==> config.mk <==
export PLATFORM = sky130hd
export DESIGN_NAME = iir_filter_multichannel
export DESIGN_NICKNAME = d
export VERILOG_FILES = /design/src/hdl/iirmc_pkg.sv /design/src/hdl/iir_filter_multichannel.sv
export SDC_FILE = /design/constraint.sdc
export NUM_CORES = 2
export LEC_CHECK = 0
export ABC_AREA = 1
export BUFFER_PORTS_ARGS = -buffer_cell sky130_fd_sc_hd__buf_2
export CAP_MARGIN = 20
export CORE_MARGIN = 5
export CORE_UTILIZATION = 40
export DETAILED_ROUTE_END_ITERATION = 12
export MAX_ROUTING_LAYER = met4
export PLACE_DENSITY_LB_ADDON = 0.3
export SETUP_SLACK_MARGIN = 0.4
export SKIP_LAST_GASP = 1
export SLEW_MARGIN = 20
export SYNTH_ARGS = -nofsm -noshare
export SYNTH_HDL_FRONTEND = slang
export SYNTH_SLANG_ARGS = --single-unit
export TNS_END_PERCENT = 20
==> constraint.sdc <==
create_clock -name clk -period 8.5 [get_ports clk]
set_clock_uncertainty 0.2 [all_clocks]
set_input_delay 1.7 -clock clk [delete_from_list [all_inputs] [get_ports clk]]
set_output_delay 1.7 -clock clk [all_outputs]
set_load 0.03 [all_outputs]
==> src/hdl/iirmc_pkg.sv <==
package iirmc_pkg;

  localparam int SAMPLE_W     = 16;
  localparam int COEF_W       = 16;
  localparam int FRAC_BITS    = 12;
  localparam int CFG_W        = 64;
  localparam int CFG_IDX_W    = 3;
  localparam int LEN_REG_W    = 4;
  localparam int CH_REG_W     = 2;
  localparam int NUM_FF_LANES = 8;
  localparam int NUM_FB_LANES = 7;

  typedef logic signed [SAMPLE_W-1:0] sample_t;
  typedef logic signed [COEF_W-1:0]   coef_t;

  typedef enum logic [CFG_IDX_W-1:0] {
    REG_FF_LO  = 3'd0,
    REG_FF_HI  = 3'd1,
    REG_FB_LO  = 3'd2,
    REG_FB_HI  = 3'd3,
    REG_FF_LEN = 3'd4,
    REG_FB_LEN = 3'd5,
    REG_CH_CNT = 3'd6
  } cfg_idx_t;

  typedef enum logic [2:0] {
    ST_CLEAR,
    ST_IDLE,
    ST_FF,
    ST_FB,
    ST_WB
  } state_t;

endpackage

==> src/hdl/iir_filter_multichannel.sv <==
// Channel  Direction  Handshake             Payload
// in_      slave      tvalid/tready/tlast   tdata = sample, tuser = present
// out_     master     tvalid/tready/tlast   tdata = filtered_sample, tuser = channel
// cfg_     write      cfg_wr_en             cfg_index selects register, cfg_wdata
//
// For a real sample, one multiply-accumulate is issued per tap (lengths after clamping)
// through a single shared multiplier; the products pass the multiply and accumulate
// registers before the write back. A non-present item goes straight to write back.
// in_tready is low while an item is in work.
// After reset both history memories, MAX_TAPS * MAX_CHANNELS entries each, are swept to
// zero, one entry per cycle, before the first item is taken.
// The result waits in an output register; write back holds while it is not taken.
module iir_filter_multichannel #(
  parameter int MAX_TAPS     = 8,
  parameter int MAX_CHANNELS = 2
) (
  input  logic                     clk,
  input  logic                     rst_n,
  input  logic                     in_tvalid,
  output logic                     in_tready,
  input  iirmc_pkg::sample_t       in_tdata,   // [15:0] sample
  input  logic                     in_tuser,   // [0] present
  input  logic                     in_tlast,
  output logic                     out_tvalid,
  input  logic                     out_tready,
  output iirmc_pkg::sample_t       out_tdata,  // [15:0] filtered_sample
  output logic                     out_tuser,  // [0] channel
  output logic                     out_tlast,
  input  logic                     cfg_wr_en,
  input  logic [iirmc_pkg::CFG_IDX_W-1:0] cfg_index,
  input  logic [iirmc_pkg::CFG_W-1:0]     cfg_wdata
);
  import iirmc_pkg::*;

  localparam int DEPTH  = MAX_TAPS * MAX_CHANNELS;
  localparam int ADDR_W = $clog2(DEPTH);
  localparam int LEN_W  = $clog2(MAX_TAPS + 1);
  localparam int POS_W  = $clog2(MAX_TAPS);
  localparam int CH_W   = (MAX_CHANNELS > 1) ? $clog2(MAX_CHANNELS) : 1;
  localparam int CHN_W  = $clog2(MAX_CHANNELS + 1);
  localparam int PROD_W = SAMPLE_W + COEF_W;
  localparam int ACC_W  = PROD_W + $clog2(2 * MAX_TAPS) + 1;

  function automatic coef_t lane_sel(input logic [CFG_W-1:0] lo, input logic [CFG_W-1:0] hi,
                                     input logic [7:0] k, input logic [7:0] nlanes);
    logic [CFG_W-1:0] w;
    coef_t            r;
    w = k[2] ? hi : lo;
    r = w[{k[1:0], 4'b0000} +: COEF_W];
    if (k >= nlanes) r = '0;
    return r;
  endfunction

  // configuration registers
  logic [CFG_W-1:0]     ff_lo_r, ff_hi_r, fb_lo_r, fb_hi_r;
  logic [LEN_REG_W-1:0] ff_len_r, fb_len_r;
  logic [CH_REG_W-1:0]  ch_cnt_r;

  state_t state_r, state_nxt;

  logic [ADDR_W-1:0] clr_cnt_r;
  logic [POS_W-1:0]  ring_pos_r, ring_pos_nxt;
  logic [CH_W-1:0]   chan_pos_r, chan_pos_nxt;
  logic [POS_W-1:0]  cur_pos_r;
  logic [CH_W-1:0]   cur_ch_r;
  logic [ADDR_W-1:0] base_r;
  logic [POS_W-1:0]  j_r;
  sample_t           x_r;
  logic              present_r;
  logic              eob_r;

  // pipeline: issue -> multiply -> accumulate
  logic              a_v_r, a_x_r, a_fb_r;
  coef_t             a_coef_r;
  logic              p_v_r, p_neg_r;
  logic signed [PROD_W-1:0] prod_r;
  logic signed [ACC_W-1:0]  acc_r;

  sample_t sh_mem [DEPTH];
  sample_t oh_mem [DEPTH];
  sample_t sh_rd_r, oh_rd_r;

  logic              out_valid_r, out_ch_r, out_last_r;
  sample_t           out_data_r;

  logic [LEN_W-1:0]  ffl, fbl, len;
  logic [CHN_W-1:0]  chans;
  logic [POS_W-1:0]  pos_n;
  logic [CH_W-1:0]   ch_n;
  logic              accept, issue, clr_we, wb_ready, wb_fire;
  logic              last_ff, last_fb;
  logic [LEN_W:0]    hh;
  logic [ADDR_W-1:0] rd_addr, wb_addr, wr_addr;
  logic              mem_we;
  sample_t           sh_wdata, oh_wdata;
  coef_t             tap_coef;
  sample_t           operand;
  logic signed [ACC_W-1:0] acc_sh;
  logic [ACC_W-1-15:0]     acc_hi;
  sample_t           y_sat;

  // effective lengths and channel count
  always_comb begin
    if (ff_len_r == '0) begin
      ffl = LEN_W'(1);
    end else if (32'(ff_len_r) > MAX_TAPS) begin
      ffl = LEN_W'(MAX_TAPS);
    end else begin
      ffl = LEN_W'(ff_len_r);
    end
    if (fb_len_r == '0) begin
      fbl = LEN_W'(1);
    end else if (32'(fb_len_r) > MAX_TAPS) begin
      fbl = LEN_W'(MAX_TAPS);
    end else begin
      fbl = LEN_W'(fb_len_r);
    end
    len = (ffl > fbl) ? ffl : fbl;
    if (ch_cnt_r == '0) begin
      chans = CHN_W'(1);
    end else if (32'(ch_cnt_r) > MAX_CHANNELS) begin
      chans = CHN_W'(MAX_CHANNELS);
    end else begin
      chans = CHN_W'(ch_cnt_r);
    end
    // drop stale positions left by a configuration change
    pos_n = (LEN_W'(ring_pos_r) >= len) ? '0 : ring_pos_r;
    ch_n  = (CHN_W'(chan_pos_r) >= chans) ? '0 : chan_pos_r;
  end

  assign last_ff = (LEN_W'(j_r) + LEN_W'(1)) == ffl;
  assign last_fb = (LEN_W'(j_r) + LEN_W'(1)) == fbl;

  // next state
  always_comb begin
    state_nxt = state_r;
    unique case (state_r)
      ST_CLEAR: if (clr_cnt_r == ADDR_W'(DEPTH - 1)) state_nxt = ST_IDLE;
      ST_IDLE: begin
        if (in_tvalid) state_nxt = in_tuser ? ST_FF : ST_WB;
      end
      ST_FF: begin
        if (last_ff) state_nxt = (fbl != LEN_W'(1)) ? ST_FB : ST_WB;
      end
      ST_FB: if (last_fb) state_nxt = ST_WB;
      ST_WB: if (wb_ready) state_nxt = ST_IDLE;
      default: state_nxt = ST_CLEAR;
    endcase
  end

  // control outputs
  always_comb begin
    in_tready = 1'b0;
    issue     = 1'b0;
    clr_we    = 1'b0;
    wb_fire   = 1'b0;
    wb_ready  = !a_v_r && !p_v_r && (!out_valid_r || out_tready);
    unique case (state_r)
      ST_CLEAR: clr_we = 1'b1;
      ST_IDLE:  in_tready = 1'b1;
      ST_FF,
      ST_FB:    issue = 1'b1;
      ST_WB:    wb_fire = wb_ready;
      default: ;
    endcase
  end

  assign accept = in_tvalid && in_tready;

  // history index of the current tap
  always_comb begin
    hh = {1'b0, LEN_W'(cur_pos_r)} + {1'b0, len} - (LEN_W + 1)'(j_r);
    if (hh >= {1'b0, len}) hh = hh - {1'b0, len};
    rd_addr = base_r + ADDR_W'(hh);
    wb_addr = base_r + ADDR_W'(cur_pos_r);
  end

  always_comb begin
    if (state_r == ST_FB) begin
      tap_coef = lane_sel(fb_lo_r, fb_hi_r, 8'(j_r) - 8'd1, 8'(NUM_FB_LANES));
    end else begin
      tap_coef = lane_sel(ff_lo_r, ff_hi_r, 8'(j_r), 8'(NUM_FF_LANES));
    end
  end

  // floor shift and saturate
  always_comb begin
    acc_sh = acc_r >>> FRAC_BITS;
    acc_hi = acc_sh[ACC_W-1:15];
    if ((&acc_hi) || !(|acc_hi)) begin
      y_sat = acc_sh[SAMPLE_W-1:0];
    end else begin
      y_sat = acc_sh[ACC_W-1] ? sample_t'(16'h8000) : sample_t'(16'h7FFF);
    end
  end

  always_comb begin
    ring_pos_nxt = ring_pos_r;
    chan_pos_nxt = chan_pos_r;
    if (wb_fire && !present_r) begin
      // keep positions cleared as stale, advance nothing
      ring_pos_nxt = cur_pos_r;
      chan_pos_nxt = cur_ch_r;
    end else if (wb_fire) begin
      if ((CHN_W'(cur_ch_r) + CHN_W'(1)) >= chans) begin
        chan_pos_nxt = '0;
        ring_pos_nxt = ((LEN_W'(cur_pos_r) + LEN_W'(1)) >= len) ? '0 : cur_pos_r + POS_W'(1);
      end else begin
        chan_pos_nxt = cur_ch_r + CH_W'(1);
      end
    end
  end

  assign mem_we   = clr_we || (wb_fire && present_r);
  assign wr_addr  = clr_we ? clr_cnt_r : wb_addr;
  assign sh_wdata = clr_we ? '0 : x_r;
  assign oh_wdata = clr_we ? '0 : y_sat;
  assign operand  = a_x_r ? x_r : (a_fb_r ? oh_rd_r : sh_rd_r);

  always_ff @(posedge clk) begin
    if (mem_we) begin
      sh_mem[wr_addr] <= sh_wdata;
      oh_mem[wr_addr] <= oh_wdata;
    end
    sh_rd_r <= sh_mem[rd_addr];
    oh_rd_r <= oh_mem[rd_addr];
  end

  always_ff @(posedge clk) begin
    if (!rst_n) begin
      ff_lo_r  <= CFG_W'(4096);
      ff_hi_r  <= '0;
      fb_lo_r  <= '0;
      fb_hi_r  <= '0;
      ff_len_r <= LEN_REG_W'(1);
      fb_len_r <= LEN_REG_W'(1);
      ch_cnt_r <= CH_REG_W'(1);
    end else if (cfg_wr_en) begin
      unique case (cfg_index)
        REG_FF_LO:  ff_lo_r  <= cfg_wdata;
        REG_FF_HI:  ff_hi_r  <= cfg_wdata;
        REG_FB_LO:  fb_lo_r  <= cfg_wdata;
        REG_FB_HI:  fb_hi_r  <= cfg_wdata;
        REG_FF_LEN: ff_len_r <= cfg_wdata[LEN_REG_W-1:0];
        REG_FB_LEN: fb_len_r <= cfg_wdata[LEN_REG_W-1:0];
        REG_CH_CNT: ch_cnt_r <= cfg_wdata[CH_REG_W-1:0];
        default: ;
      endcase
    end
  end

  always_ff @(posedge clk) begin
    if (!rst_n) begin
      state_r     <= ST_CLEAR;
      clr_cnt_r   <= '0;
      ring_pos_r  <= '0;
      chan_pos_r  <= '0;
      a_v_r       <= 1'b0;
      p_v_r       <= 1'b0;
      out_valid_r <= 1'b0;
    end else begin
      state_r    <= state_nxt;
      ring_pos_r <= ring_pos_nxt;
      chan_pos_r <= chan_pos_nxt;
      if (clr_we) clr_cnt_r <= clr_cnt_r + ADDR_W'(1);
      a_v_r <= issue;
      p_v_r <= a_v_r;
      if (wb_fire) begin
        out_valid_r <= 1'b1;
      end else if (out_tready) begin
        out_valid_r <= 1'b0;
      end
    end
  end

  always_ff @(posedge clk) begin
    if (accept) begin
      x_r       <= in_tdata;
      present_r <= in_tuser;
      eob_r     <= in_tlast;
      cur_pos_r <= pos_n;
      cur_ch_r  <= ch_n;
      base_r    <= ADDR_W'(32'(ch_n) * MAX_TAPS);
      j_r       <= '0;
    end else if (state_r == ST_FF && last_ff) begin
      j_r <= POS_W'(1);
    end else if (issue) begin
      j_r <= j_r + POS_W'(1);
    end

    a_x_r    <= (state_r == ST_FF) && (j_r == '0);
    a_fb_r   <= (state_r == ST_FB);
    a_coef_r <= tap_coef;

    prod_r  <= a_coef_r * operand;
    p_neg_r <= a_fb_r;

    if (accept) begin
      acc_r <= '0;
    end else if (p_v_r) begin
      acc_r <= p_neg_r ? acc_r - ACC_W'(prod_r) : acc_r + ACC_W'(prod_r);
    end

    if (wb_fire) begin
      out_data_r <= present_r ? y_sat : '0;
      out_ch_r   <= cur_ch_r[0];
      out_last_r <= eob_r;
    end
  end

  assign out_tvalid = out_valid_r;
  assign out_tdata  = out_data_r;
  assign out_tuser  = out_ch_r;
  assign out_tlast  = out_last_r;

endmodule

[Word-level counts from Yosys, hierarchy flattened]
Memory sizes are Yosys's and may differ from the RTL's. A register that Yosys moved wholly into a read port is not among the register bits.
Index checks and enable logic that the tools add are counted.
Storage, ports and cells
  flip-flop bits (word level): 411
  memory bits (writable): 512
  input port bits: 90
  word-level logic and storage cells: 162
  memories kept: 2
Cells by class
  $add $sub $neg: 15
  $mul: 1
  order comparisons: 10
  equality and inequality tests: 19
  shift operators: 2
  multiplexer cells: 45
  reduce and logical (&&, ||, !) cells: 38
Memories
  oh_mem: words 16, width 16, read ports 1, clocked after Yosys merged registers in 1, wr ports 1, RTL line iir_filter_multichannel.sv:80  | sample_t oh_mem [DEPTH];
  sh_mem: words 16, width 16, read ports 1, clocked after Yosys merged registers in 1, wr ports 1, RTL line iir_filter_multichannel.sv:79  | sample_t sh_mem [DEPTH];
Operators with widths (count)
  $mux W16: 8
  $mux W64: 2
  $shiftx A64 B7 Y16: 2
  $add A37 B32 Y37: 1
  $mux W37: 1
  $sub A37 B32 Y37: 1
  $mux W3: 11
  $mul A16 B16 Y32: 1
  $mux W4: 7
  $reduce_and A2 Y1: 8
  $pmux W3 S5: 1
  $mux W1: 13
  $eq A3 B2 Y1 const B: 4
  $eq A3 B3 Y1 const B: 4
  $ne A2 B2 Y1 const B: 5
  $reduce_and A10 Y1: 1
  $reduce_or A10 Y1: 1
  $logic_not A3 Y1: 3
  $add A3 B1 Y4 const B: 2
  $eq A4 B4 Y1: 2
  $ge A8 B3 Y1 const B: 1
  $gt A4 B4 Y1 const B: 2
  $logic_not A4 Y1: 2
  $reduce_bool A2 Y1: 4
  other kinds (27): 43

[Longest topological paths before layout]
  depth in word-level cells: 10
  mapped depth: 35
  mapped depth without buffers: 34

[Worst setup path after synthesis]
Ideal clock, no wire load.
  path type: register -> register
  start point: reg a_fb_r
  end point: reg prod_r[31]
  library setup time: 0.072 ns
  arrival time: 6.275 ns
  required time: 8.228 ns
  slack: 1.954 ns
  cell stages (with the launch flop): 26
  path buffers: 2
  clock period less this slack: 6.546 ns
  path through: dfxtp_1 -> clkbuf_1 -> inv_1 -> clkbuf_1 -> nand2_1 -> nand3_1 -> o21ai_1 -> nor2_1 -> fa_1 -> fa_1 -> fa_1 -> fa_1 -> fa_1 -> inv_1 -> fa_1 -> inv_1 -> ha_1 -> nand2_1 -> nor4_1 -> nand3_1 -> nand3_1 -> nand3_1 -> nand2_1 -> nand4_1 -> nand2_1 -> xor2_1
Between the ends
  longest elaborated chain between the ends: 3
RTL lines
  start: declaration: RTL line iir_filter_multichannel.sv:73  | logic a_v_r, a_x_r, a_fb_r;
  start signal: assignment: RTL line iir_filter_multichannel.sv:292  | a_fb_r <= (state_r == ST_FB);
  $mux W16 (2 in a row): RTL line iir_filter_multichannel.sv:218  | assign operand = a_x_r ? x_r : (a_fb_r ? oh_rd_r : sh_rd_r);
  $mul A16 B16 Y32: RTL line iir_filter_multichannel.sv:295  | prod_r <= a_coef_r * operand;
  end signal: assignment: RTL line iir_filter_multichannel.sv:295
  end: declaration: RTL line iir_filter_multichannel.sv:76  | logic signed [PROD_W-1:0] prod_r;
Every way passes these cells.
A chain may end at the register's enable or synchronous reset.

[Final worst setup path]
Ends and elaborated chain as after synthesis.

==> impl_metrics.env <==
export IMPL_status="completed"
export IMPL_multiInputGateArea_um2=23100
export IMPL_grt_pass1_wl_um=243000
export IMPL_dp_hpwl_um=101000
export IMPL_drive_above_1_share=0.0639
export IMPL_hold_ws_ps=230
export IMPL_rsz0062_at_grt="false"
export IMPL_setup_tns_ps=0
export IMPL_io_pins=110
export IMPL_gp_congestion=0.946
export IMPL_ys_flop_type="edfxtp_1"
export IMPL_die_width_um=374
export IMPL_synth_edff_count=552
export IMPL_setup_viol=0
export IMPL_cp_arrival_ps=7960
export IMPL_drcViolationCount=0
export IMPL_final_cells=8022
export IMPL_finalWirelength_um=158000
export IMPL_cts_resized=0
export IMPL_vias=41566
export IMPL_postCtsSetupRepairBufs=0
export IMPL_crit_slowest_cell="fa_1"
export IMPL_cp_max_fo=18
export IMPL_cts_sinks=954
export IMPL_fin_ws_ps=973
export IMPL_cts_buffers=99
export IMPL_finalCritPeriodShare=0.885
export IMPL_antenna_found_initial=25
export IMPL_worstHoldPathType="reg2reg"
export IMPL_seqCellArea_um2=24600
export IMPL_async_reset_ff_frac=0
export IMPL_dp_cells=7813
export IMPL_clockBufferDepth=3
export IMPL_clk_pin_slew_ps=60
export IMPL_die_h_um=374
export IMPL_critPathRequiredTime_ps=8930
export IMPL_firstDrtPassIters=6
export IMPL_syn_area_per_cell_um2=8.58
export IMPL_hold_viol=0
export IMPL_synth_seq_cells=954
export IMPL_overflow=0
export IMPL_cts_tree="built"
export IMPL_syn_inst=6191
export IMPL_start_kind="flop"
export IMPL_worstSetupPathType="reg2reg"
export IMPL_crit_top_cell="fa_1"
export IMPL_finalCriticalPeriod_ps=7530
export IMPL_cts_hold_buf=0
export IMPL_vias_per_cell=5.18
export IMPL_path_cells="inv_1 > nand2_1 > nand3_1 > o21ai_1 > nor2_1 > fa_1 > fa_1 > fa_1 > fa_1 > fa_1 > inv_1 > fa_1 > inv_1 > ha_1 > nand2_1 > nor4_1 > nand3_1 > nand3_1 > nand3_1 > nand2_1 > nand4_1 > nand2_1 > xor2_1"
export IMPL_wire_per_inst_um=19.7
export IMPL_finalNetCount=6660
export IMPL_fmax_ghz=0.133
export IMPL_maxSlewHeadroom=0.229
export IMPL_fillerInstances=12777
export IMPL_row_count=133
export IMPL_first_iter_violations=4061
export IMPL_drv_cap=0
export IMPL_track_usage=0.229
export IMPL_core_um2=132000
export IMPL_synth_area_um2=53100
export IMPL_worst_setup_path_end_kind="flop"
export IMPL_area_growth_pct=10.7
export IMPL_grt_max_degree=129
export IMPL_port_buffers=109
export IMPL_grt_pass1_vias=40052
export IMPL_yosys_warnings=0
export IMPL_clk_latency_ps=750
export IMPL_synth_nets=6691
export IMPL_ant_nets=0
export IMPL_h_tree_depth=3
export IMPL_initial_utilization=0.403
export IMPL_dieArea_um2=140000
export IMPL_worst_pin_slew_ps=1160
export IMPL_ys_seq_area_frac=0.464
export IMPL_synth_cell_types=49
export IMPL_slew_violations=0
export IMPL_slowest_delay_ps=920
export IMPL_dpl_worst_slack_ps=942
export IMPL_root_buffer="clkbuf_16"
critical path, delay by kind of cell, from the launching register on:
| kind | cells | cell delay, ps |
|---|---|---|
| AO/OA/AOI/OAI | 1 | 530 |
| XOR/XNOR | 1 | 150 |
| adder cells (fa/ha/maj) | 7 | 3940 |
| buffers and inverters | 3 | 440 |
| flip-flops | 1 | 630 |
| AND/OR/NAND/NOR | 11 | 1500 |
cells in the final DEF, fill, tap and decap left out, types with 16 or more instances in the layout:
cell type	count
xnor2_1	33
a21oi_1	212
fa_1	267
edfxtp_1	552
a31oi_1	17
dfxtp_1	400
o211ai_1	19
nand2_1	750
nand4_1	19
a211oi_1	33
diode_2	24
nor2_4	22
buf_2	108
nor2_1	842
nand3_1	698
o21ai_0	509
inv_1	1120
buf_4	66
xor2_1	69
nor3_1	23
o221ai_1	27
clkbuf_1	29
clkbuf_8	19
clkinv_2	16
clkbuf_16	101
ha_1	143
cells in the mapped netlist, types with 2 or more instances:
cell      number  area [µm²]
inv_1       1121        4210
nor2_1       864        3240
nand2_1      753        2830
nand3_1      700        3500
edfxtp_1     552       16600
o21ai_0      512        2560
dfxtp_1      402        8050
fa_1         267        5350
a21oi_1      212        1060
clkbuf_1     192         721
ha_1         143        1790
buf_2         84         420
xor2_1        69         604
a211oi_1      34         255
xnor2_1       33         289
o221ai_1      27         236
nor3_1        23         115
buf_1         22        82.6
nand4_1       19         119
o211ai_1      19         143
a31oi_1       17         106
a21o_1        12        90.1
buf_4         12        90.1
o22ai_1       12        75.1
inv_2         10        37.5
o21ai_1        9        45.0
nor4_1         8        50.1
o21bai_1       8        60.1
clkinv_1       7        26.3
or2_2          7        43.8
nand2_2        6        37.5
o21a_1         5        37.5
a21boi_0       4        30.0
nand3b_1       4        30.0
a221oi_1       2        17.5
a31o_2         2        17.5
buf_6          2        22.5
nand2_4        2        22.5
nand3_2        2        20.0
o311ai_0       2        17.5
o31ai_1        2        15.0
path summary, 6_finish.rpt:
path,endpoint,startpoint,cells after the start,slack [ps]
max,prod_r[31],a_fb_r,23,970
min,out_tlast,eob_r,0,230
max reg2reg,prod_r[31],a_fb_r,23,970
min reg2reg,out_tlast,eob_r,0,230
layer usage:
layer	vias up	track usage	wire (µm)
li1	19807	-	-
met1	19978	0.300	67300
met2	1505	0.368	74100
met3	276	0.0354	11700
met4	0	0.0734	5200
met5	-	-	0
layout make-up:
class	instances	share of cell area
multi-input cells	3787	0.394
inverters	1138	0.0727
clock inverters	35	0.00709
well taps	1755	0.0374
clock buffers	149	0.0493
diodes	24	0.00102
flip-flops and latches	954	0.419
repair buffers	180	0.0196
state kept, by name, indices dropped and copies added, names as in the netlist, 32 cells and up:
name     cells
oh_mem     256
sh_mem     256
fb_hi_r     64
fb_lo_r     64
ff_hi_r     64
ff_lo_r     64
acc_r       37
prod_r      32
cell families after synthesis:
| family | Yosys count | share of synthesized area |
|---|---|---|
| simple gates | 2392 | 0.189 |
| buf+inv | 1450 | 0.106 |
| flops | 954 | 0.464 |
| compound gates | 882 | 0.0903 |
| fa+ha+maj | 410 | 0.134 |
| xor+xnor | 103 | 0.0171 |
per-stage QoR:
| stage | instance area [µm²] | util |
|---|---|---|
| after detailed placement | 55400 | 0.420 |
| after global routing | 58800 | 0.446 |
| after global placement | 55400 | 0.420 |
| after floorplan | 53100 | - |
| final | 58800 | 0.446 |
| after CTS | 58700 | 0.445 |
Power is left out: the tool's default activity adds up to more than one toggle a clock period on the data nets, which glitch-free logic cannot reach.
